--- src/rtl/ssc_pkg.sv ---
package ssc_pkg;

  typedef enum logic [1:0] {
    EV_TICK    = 2'd0,
    EV_CHANGED = 2'd1,
    EV_INVALID = 2'd2
  } event_e;

  localparam logic KIND_TICK = 1'b0;
  localparam logic KIND_BYTE = 1'b1;

  localparam logic [7:0] CHAR_CR   = 8'd13;
  localparam logic [7:0] CHAR_ZERO = 8'd48;

  // "HH:MM:SS" occupies the first eight bytes of the line
  localparam int unsigned PARSE_LEN = 8;
  localparam int unsigned POS_HOUR  = 0;
  localparam int unsigned POS_MIN   = 3;
  localparam int unsigned POS_SEC   = 6;

  localparam logic [4:0] HOUR_MAX = 5'd23;
  localparam logic [5:0] MIN_MAX  = 6'd59;
  localparam logic [5:0] SEC_MAX  = 6'd59;
  localparam logic [7:0] HOUR_LIM = 8'd24;
  localparam logic [7:0] MS_LIM   = 8'd59;

endpackage

--- src/rtl/ssc_in_if.sv ---
interface ssc_in_if;
  logic       valid;
  logic       ready;
  logic       kind;
  logic [7:0] rx_byte;

  modport source (output valid, output kind, output rx_byte, input ready);
  modport sink   (input valid, input kind, input rx_byte, output ready);
endinterface

--- src/rtl/ssc_out_if.sv ---
interface ssc_out_if;
  logic       valid;
  logic       ready;
  logic [1:0] event_res;
  logic [4:0] hours;
  logic [5:0] minutes;
  logic [5:0] seconds;

  modport source (output valid, output event_res, output hours, output minutes,
                  output seconds, input ready);
  modport sink   (input valid, input event_res, input hours, input minutes,
                  input seconds, output ready);
endinterface

--- src/rtl/serial_settable_time_of_day_clock.sv ---
// Channel  Dir  Fields                               Beat
// in_i     in   kind, rx_byte                        valid & ready
// out_o    out  event_res, hours, minutes, seconds   valid & ready
//
// One item per cycle; a tick or a carriage return shows its result in the cycle
// after acceptance, other bytes give no result.
// The single result register sets the rate: in_i.ready is low only while a
// result waits and out_o.ready is low.
// Reset clears the time to 00:00:00, the line buffer to zero and the result
// register to empty.
module serial_settable_time_of_day_clock import ssc_pkg::*; #(
  parameter int unsigned LINE_LENGTH = 8
) (
  input  logic      clk_i,
  input  logic      rst_ni,
  ssc_in_if.sink    in_i,
  ssc_out_if.source out_o
);

  localparam int unsigned PosW = $clog2(LINE_LENGTH + 1);

  logic [7:0]      line_q [LINE_LENGTH];
  logic [7:0]      line_d [LINE_LENGTH];
  logic [PosW-1:0] pos_q, pos_d;
  logic [4:0]      hh_q, hh_d;
  logic [5:0]      mm_q, mm_d;
  logic [5:0]      ss_q, ss_d;

  logic            out_valid_q, out_valid_d;
  event_e          ev_q, ev_d;
  logic [4:0]      oh_q;
  logic [5:0]      om_q, os_q;

  logic            accept;
  logic            pos_full;
  logic [7:0]      eff [PARSE_LEN];
  logic [7:0]      f_h, f_m, f_s;
  logic            time_ok;
  logic            has_res;

  function automatic logic [7:0] two_digits(input logic [7:0] a, input logic [7:0] b);
    logic [7:0]  hi;
    logic [7:0]  lo;
    logic [11:0] sum;
    hi  = a - CHAR_ZERO;
    lo  = b - CHAR_ZERO;
    sum = {4'd0, hi} * 12'd10 + {4'd0, lo};
    return sum[7:0];
  endfunction

  assign in_i.ready = !out_valid_q || out_o.ready;
  assign accept     = in_i.valid && in_i.ready;
  assign pos_full   = (pos_q == PosW'(LINE_LENGTH));

  // the parse sees the incoming byte at the current position, as if it were already in the buffer
  always_comb begin
    for (int i = 0; i < PARSE_LEN; i++) begin
      eff[i] = (!pos_full && pos_q == PosW'(i)) ? in_i.rx_byte : line_q[i];
    end
  end

  assign f_h     = two_digits(eff[POS_HOUR], eff[POS_HOUR+1]);
  assign f_m     = two_digits(eff[POS_MIN],  eff[POS_MIN+1]);
  assign f_s     = two_digits(eff[POS_SEC],  eff[POS_SEC+1]);
  assign time_ok = (f_h < HOUR_LIM) && (f_m <= MS_LIM) && (f_s <= MS_LIM);

  always_comb begin
    line_d  = line_q;
    pos_d   = pos_q;
    hh_d    = hh_q;
    mm_d    = mm_q;
    ss_d    = ss_q;
    ev_d    = ev_q;
    has_res = 1'b0;
    if (accept) begin
      if (in_i.kind == KIND_TICK) begin
        has_res = 1'b1;
        ev_d    = EV_TICK;
        if (ss_q == SEC_MAX) begin
          ss_d = '0;
          if (mm_q == MIN_MAX) begin
            mm_d = '0;
            hh_d = (hh_q == HOUR_MAX) ? 5'd0 : hh_q + 5'd1;
          end else begin
            mm_d = mm_q + 6'd1;
          end
        end else begin
          ss_d = ss_q + 6'd1;
        end
      end else if (in_i.rx_byte != CHAR_CR) begin
        if (!pos_full) begin
          for (int i = 0; i < LINE_LENGTH; i++) begin
            if (pos_q == PosW'(i)) begin
              line_d[i] = in_i.rx_byte;
            end
          end
          pos_d = pos_q + PosW'(1);
        end
      end else begin
        has_res = 1'b1;
        if (time_ok) begin
          hh_d = f_h[4:0];
          mm_d = f_m[5:0];
          ss_d = f_s[5:0];
          ev_d = EV_CHANGED;
        end else begin
          ev_d = EV_INVALID;
        end
        pos_d = '0;
        for (int i = 0; i < LINE_LENGTH; i++) begin
          line_d[i] = '0;
        end
      end
    end
    if (accept) begin
      out_valid_d = has_res;
    end else if (out_o.ready) begin
      out_valid_d = 1'b0;
    end else begin
      out_valid_d = out_valid_q;
    end
  end

  always_ff @(posedge clk_i or negedge rst_ni) begin
    if (!rst_ni) begin
      for (int i = 0; i < LINE_LENGTH; i++) begin
        line_q[i] <= '0;
      end
      pos_q       <= '0;
      hh_q        <= '0;
      mm_q        <= '0;
      ss_q        <= '0;
      out_valid_q <= 1'b0;
    end else begin
      line_q      <= line_d;
      pos_q       <= pos_d;
      hh_q        <= hh_d;
      mm_q        <= mm_d;
      ss_q        <= ss_d;
      out_valid_q <= out_valid_d;
    end
  end

  always_ff @(posedge clk_i) begin
    if (has_res) begin
      ev_q <= ev_d;
      oh_q <= hh_d;
      om_q <= mm_d;
      os_q <= ss_d;
    end
  end

  assign out_o.valid     = out_valid_q;
  assign out_o.event_res = ev_q;
  assign out_o.hours     = oh_q;
  assign out_o.minutes   = om_q;
  assign out_o.seconds   = os_q;

endmodule

--- src/flat_wrapper.sv ---
// flat-port wrapper written by rule: the top's interface ports become plain ports
module serial_settable_time_of_day_clock_flat import ssc_pkg::*;
#(
  parameter int unsigned LINE_LENGTH = 8
)
  (clk_i, rst_ni, in_i_valid, in_i_kind, in_i_rx_byte, in_i_ready, out_o_valid, out_o_event_res, out_o_hours, out_o_minutes, out_o_seconds, out_o_ready);
  ssc_in_if in_i_i ();
  ssc_out_if out_o_i ();
  input  logic clk_i;
  input  logic rst_ni;
  input wire logic [$bits(in_i_i.valid)-1:0] in_i_valid;
  input wire logic [$bits(in_i_i.kind)-1:0] in_i_kind;
  input wire logic [$bits(in_i_i.rx_byte)-1:0] in_i_rx_byte;
  output wire logic [$bits(in_i_i.ready)-1:0] in_i_ready;
  output wire logic [$bits(out_o_i.valid)-1:0] out_o_valid;
  output wire logic [$bits(out_o_i.event_res)-1:0] out_o_event_res;
  output wire logic [$bits(out_o_i.hours)-1:0] out_o_hours;
  output wire logic [$bits(out_o_i.minutes)-1:0] out_o_minutes;
  output wire logic [$bits(out_o_i.seconds)-1:0] out_o_seconds;
  input wire logic [$bits(out_o_i.ready)-1:0] out_o_ready;
  assign in_i_i.valid = in_i_valid;
  assign in_i_i.kind = in_i_kind;
  assign in_i_i.rx_byte = in_i_rx_byte;
  assign in_i_ready = in_i_i.ready;
  assign out_o_valid = out_o_i.valid;
  assign out_o_event_res = out_o_i.event_res;
  assign out_o_hours = out_o_i.hours;
  assign out_o_minutes = out_o_i.minutes;
  assign out_o_seconds = out_o_i.seconds;
  assign out_o_i.ready = out_o_ready;
  serial_settable_time_of_day_clock #(.LINE_LENGTH(LINE_LENGTH)) u_core (.clk_i(clk_i), .rst_ni(rst_ni), .in_i(in_i_i), .out_o(out_o_i));
endmodule
--- config.mk ---
export PLATFORM = sky130hd
export DESIGN_NAME = serial_settable_time_of_day_clock_flat
export DESIGN_NICKNAME = d
export VERILOG_FILES = /design/src/rtl/ssc_pkg.sv /design/src/rtl/ssc_in_if.sv /design/src/rtl/ssc_out_if.sv /design/src/rtl/serial_settable_time_of_day_clock.sv /design/src/flat_wrapper.sv
export SDC_FILE = /design/constraint.sdc
export NUM_CORES = 1
export LEC_CHECK = 0
export BUFFER_PORTS_ARGS = -buffer_cell sky130_fd_sc_hd__buf_2
export CAP_MARGIN = 20
export CORE_UTILIZATION = 45
export CTS_BUF_LIST = sky130_fd_sc_hd__clkbuf_4
export CTS_CLUSTER_SIZE = 28
export DETAILED_ROUTE_END_ITERATION = 10
export MAX_ROUTING_LAYER = met4
export SLEW_MARGIN = 5
export SYNTH_ARGS = -nofsm -noshare
export SYNTH_HDL_FRONTEND = slang
export SYNTH_SLANG_ARGS = --single-unit
--- constraint.sdc ---
create_clock -name clk_i -period 7.36 [get_ports clk_i]
set_input_delay 1.104 -clock clk_i [delete_from_list [all_inputs] [get_ports clk_i]]
set_output_delay 1.104 -clock clk_i [all_outputs]
set_load 0.005 [all_outputs]
==> impl_metrics.py <==
metrics = {
    "clock_network": {
        "clock-sinks": 86,
        "clkLatencyLatePin_ps": 460,
        "cts_tree": "built",
        "htreeDepth": 3,
        "clock-root-buffer": "clkbuf_4",
        "cts_buffer_depth": 2,
        "holdBufCountCts": 0,
        "clk_pin_slew_ps": 130,
        "cts.repair.resized": 0,
        "postCtsSetupRepairBufs": 0,
        "cts_made_buffers": 9,
    },
    "worst_setup_path": {
        "crit_type": "reg2reg",
        "crit_arrival_ps": 5960,
        "cp-end-kind": "register",
        "cp-start-kind": "register",
        "worstPathMaxFanout": 14,
        "crit_required_ps": 7570,
    },
    "synth": {
        "yosysMostFrequentCell": "dfrtp_1",
        "synth_area_leaders": "dfrtp_1 28%, ha_1 14%, edfxtp_1 9.7%",
        "syn_inst": 568,
        "netlist_top_cells_count": "67 x dfrtp_1, 64 x ha_1, 53 x nand2_1",
        "ys.warnings.count": 0,
        "yosys.area.top_type": "dfrtp_1",
        "synth_edf_count": 19,
        "async_reset_ff_frac": 0.779,
        "syn_nets": 651,
        "synth_top_area_share": 0.284,
        "synth_area_um2": 5910,
        "yosysUniqueCellTypes": 57,
        "ys_ff_latch": 86,
        "ys_seq_area_frac": 0.381,
        "syn_area_per_cell_um2": 10.4,
        "synth_flop_cell": "dfrtp_1",
    },
    "placed_design": {
        "port_buffers": 33,
        "place_congestion": 0.898,
        "post-dp-hpwl_um": 10200,
    },
    "detailed_routing": {
        "drt-pass1-iter-count": 5,
        "ant_nets": 0,
        "drt_iter0_drc": 255,
        "drc_errors": 0,
        "num_vias": 4279,
        "avgRoutedWirePerCell_um": 17.8,
        "detail_route.vias_per_cell": 5.56,
        "routed_wl_um": 13700,
    },
    "status": {
        "status": "finished, final reports clean",
    },
    "die": {
        "die_area_um2": 13600,
        "dieHeight_um": 117,
        "fp.coreArea_um2": 12700,
        "rows": 41,
        "start_util": 0.464,
        "pin_count": 34,
        "die_x_um": 117,
    },
    "flow_run": {
        "cap_violations": 0,
    },
    "grt": {
        "grt_max_degree": 68,
        "overflow": 0,
        "antenna_found_initial": 0,
        "grt_pass1_vias": 4256,
        "grt_pass1_wl_um": 22300,
        "grt_usage": 0.223,
    },
    "cells_and_area": {
        "regArea_um2": 2250,
        "fill_cells": 1210,
        "synthToLayoutAreaGrowth_pct": 7.01,
        "drive_gt1_frac": 0.183,
        "diodes": 0,
        "multi_input_area_um2": 3360,
        "nNetsFinal": 675,
    },
    "timing": {
        "tightest_slew_ps": 1080,
        "rsz0062_at_grt": "no",
        "post-route-period-util": 0.781,
        "report.final.slew_viol_count": 0,
        "relSlewSlack": 0.272,
        "hold_viol_final": 0,
        "timing.fmax_mhz": 174,
        "period_needed_ps": 5750,
        "setup_viol": 0,
        "fin_skew_ps": 9.55,
        "tns_ps": 0,
    },
    "worst_hold_path": {
        "hold_path.class": "reg2reg",
    },
}
[metal layers]
metal,GRT usage,part of all wire,vias to the layer above
met2,0.351,0.47,95
met5,-,0,-
met4,0.0591,0.013,0
met3,0.0535,0.041,15
li1,-,-,2090
met1,0.288,0.47,2079
[cells by family after synthesis]
| group | count (synthesis) | share of synthesized area |
|---|---|---|
| DFF | 86 | 0.381 |
| adders and majority gates | 70 | 0.156 |
| xor gates and xnor gates | 33 | 0.0502 |
| buffers and inverters | 70 | 0.0517 |
| and+or+nand+nor | 126 | 0.114 |
| muxes | 68 | 0.125 |
| AOI/OAI and AO/OA | 115 | 0.123 |
[sequential cells by signal (all words and copies together) (netlist names)]
name and flops:
u_core.line_q 45, u_core.mm_q 6, u_core.out_o.minutes 6, u_core.out_o.seconds 6, u_core.ss_q 6, u_core.hh_q 5, u_core.out_o.hours 5, u_core.pos_q 4
u_core.out_o.event_res 2, u_core.out_o.valid 1
[critical path, stage by stage, from the launching register on]
cell and delay [ps]:
dfrtp_1 450, inv_1 130, ha_1 200, nor3b_1 190, buf_4 210, mux2i_1 310, inv_1 80, ha_1 300
ha_1 290, ha_1 330, xnor2_1 150, ha_1 280, inv_1 40, ha_1 340, xor2_1 160, a211oi_1 230
a31oi_1 70, o22ai_1 210, nand4b_1 180, nor4_4 680, buf_4 290, and2_1 230, o21ai_0 140
[placed cells by master (no fill, tap or decap), drive strengths merged, types with 19 or more instances in the layout]
| cell type | count |
|---|---|
| dfrtp | 67 |
| ha | 64 |
| nand2 | 53 |
| mux2 | 48 |
| inv | 45 |
| buf | 38 |
| o21ai | 29 |
| a21oi | 27 |
| xnor2 | 26 |
| mux2i | 20 |
| edfxtp | 19 |
[final timing paths]
path                                    from  cells past startpoint  slack [ps]                      end
hold reg to reg            u_core.line_q[58]                      2         490        u_core.line_q[58]
hold / removal             u_core.line_q[58]                      2         490        u_core.line_q[58]
setup reg to reg             u_core.pos_q[0]                     22        1610  u_core.out_o.seconds[2]
min in group asynchronous             rst_ni                      2         820           u_core.hh_q[4]
setup / recovery             u_core.pos_q[0]                     22        1610  u_core.out_o.seconds[2]
max in group asynchronous             rst_ni                      2        5960         u_core.line_q[3]
[layout make-up]
| cell class | instances | area share |
|---|---|---|
| clock buffer | 10 | 0.0119 |
| clock inverter | 6 | 0.00851 |
| inverter | 45 | 0.0267 |
| multi-input combinational | 412 | 0.531 |
| sequential | 86 | 0.356 |
| tap | 172 | 0.0341 |
| timing repair buffer | 38 | 0.0321 |
[metrics by stage]
step	std cells	hold WS, ps	instance area (um2)	setup WS (ps)	utilization
global route	769	529	6320	1300	0.497
finish	769	495	6320	1610	0.497
detailed placement	753	471	6190	1520	0.487
CTS	769	501	6320	1600	0.497
floorplan	568	444	5910	2130	-
global placement	753	458	6190	1650	0.487
Power is not shown: default switching activity piles up to over one toggle a cycle in this logic, so the estimate is an artifact.
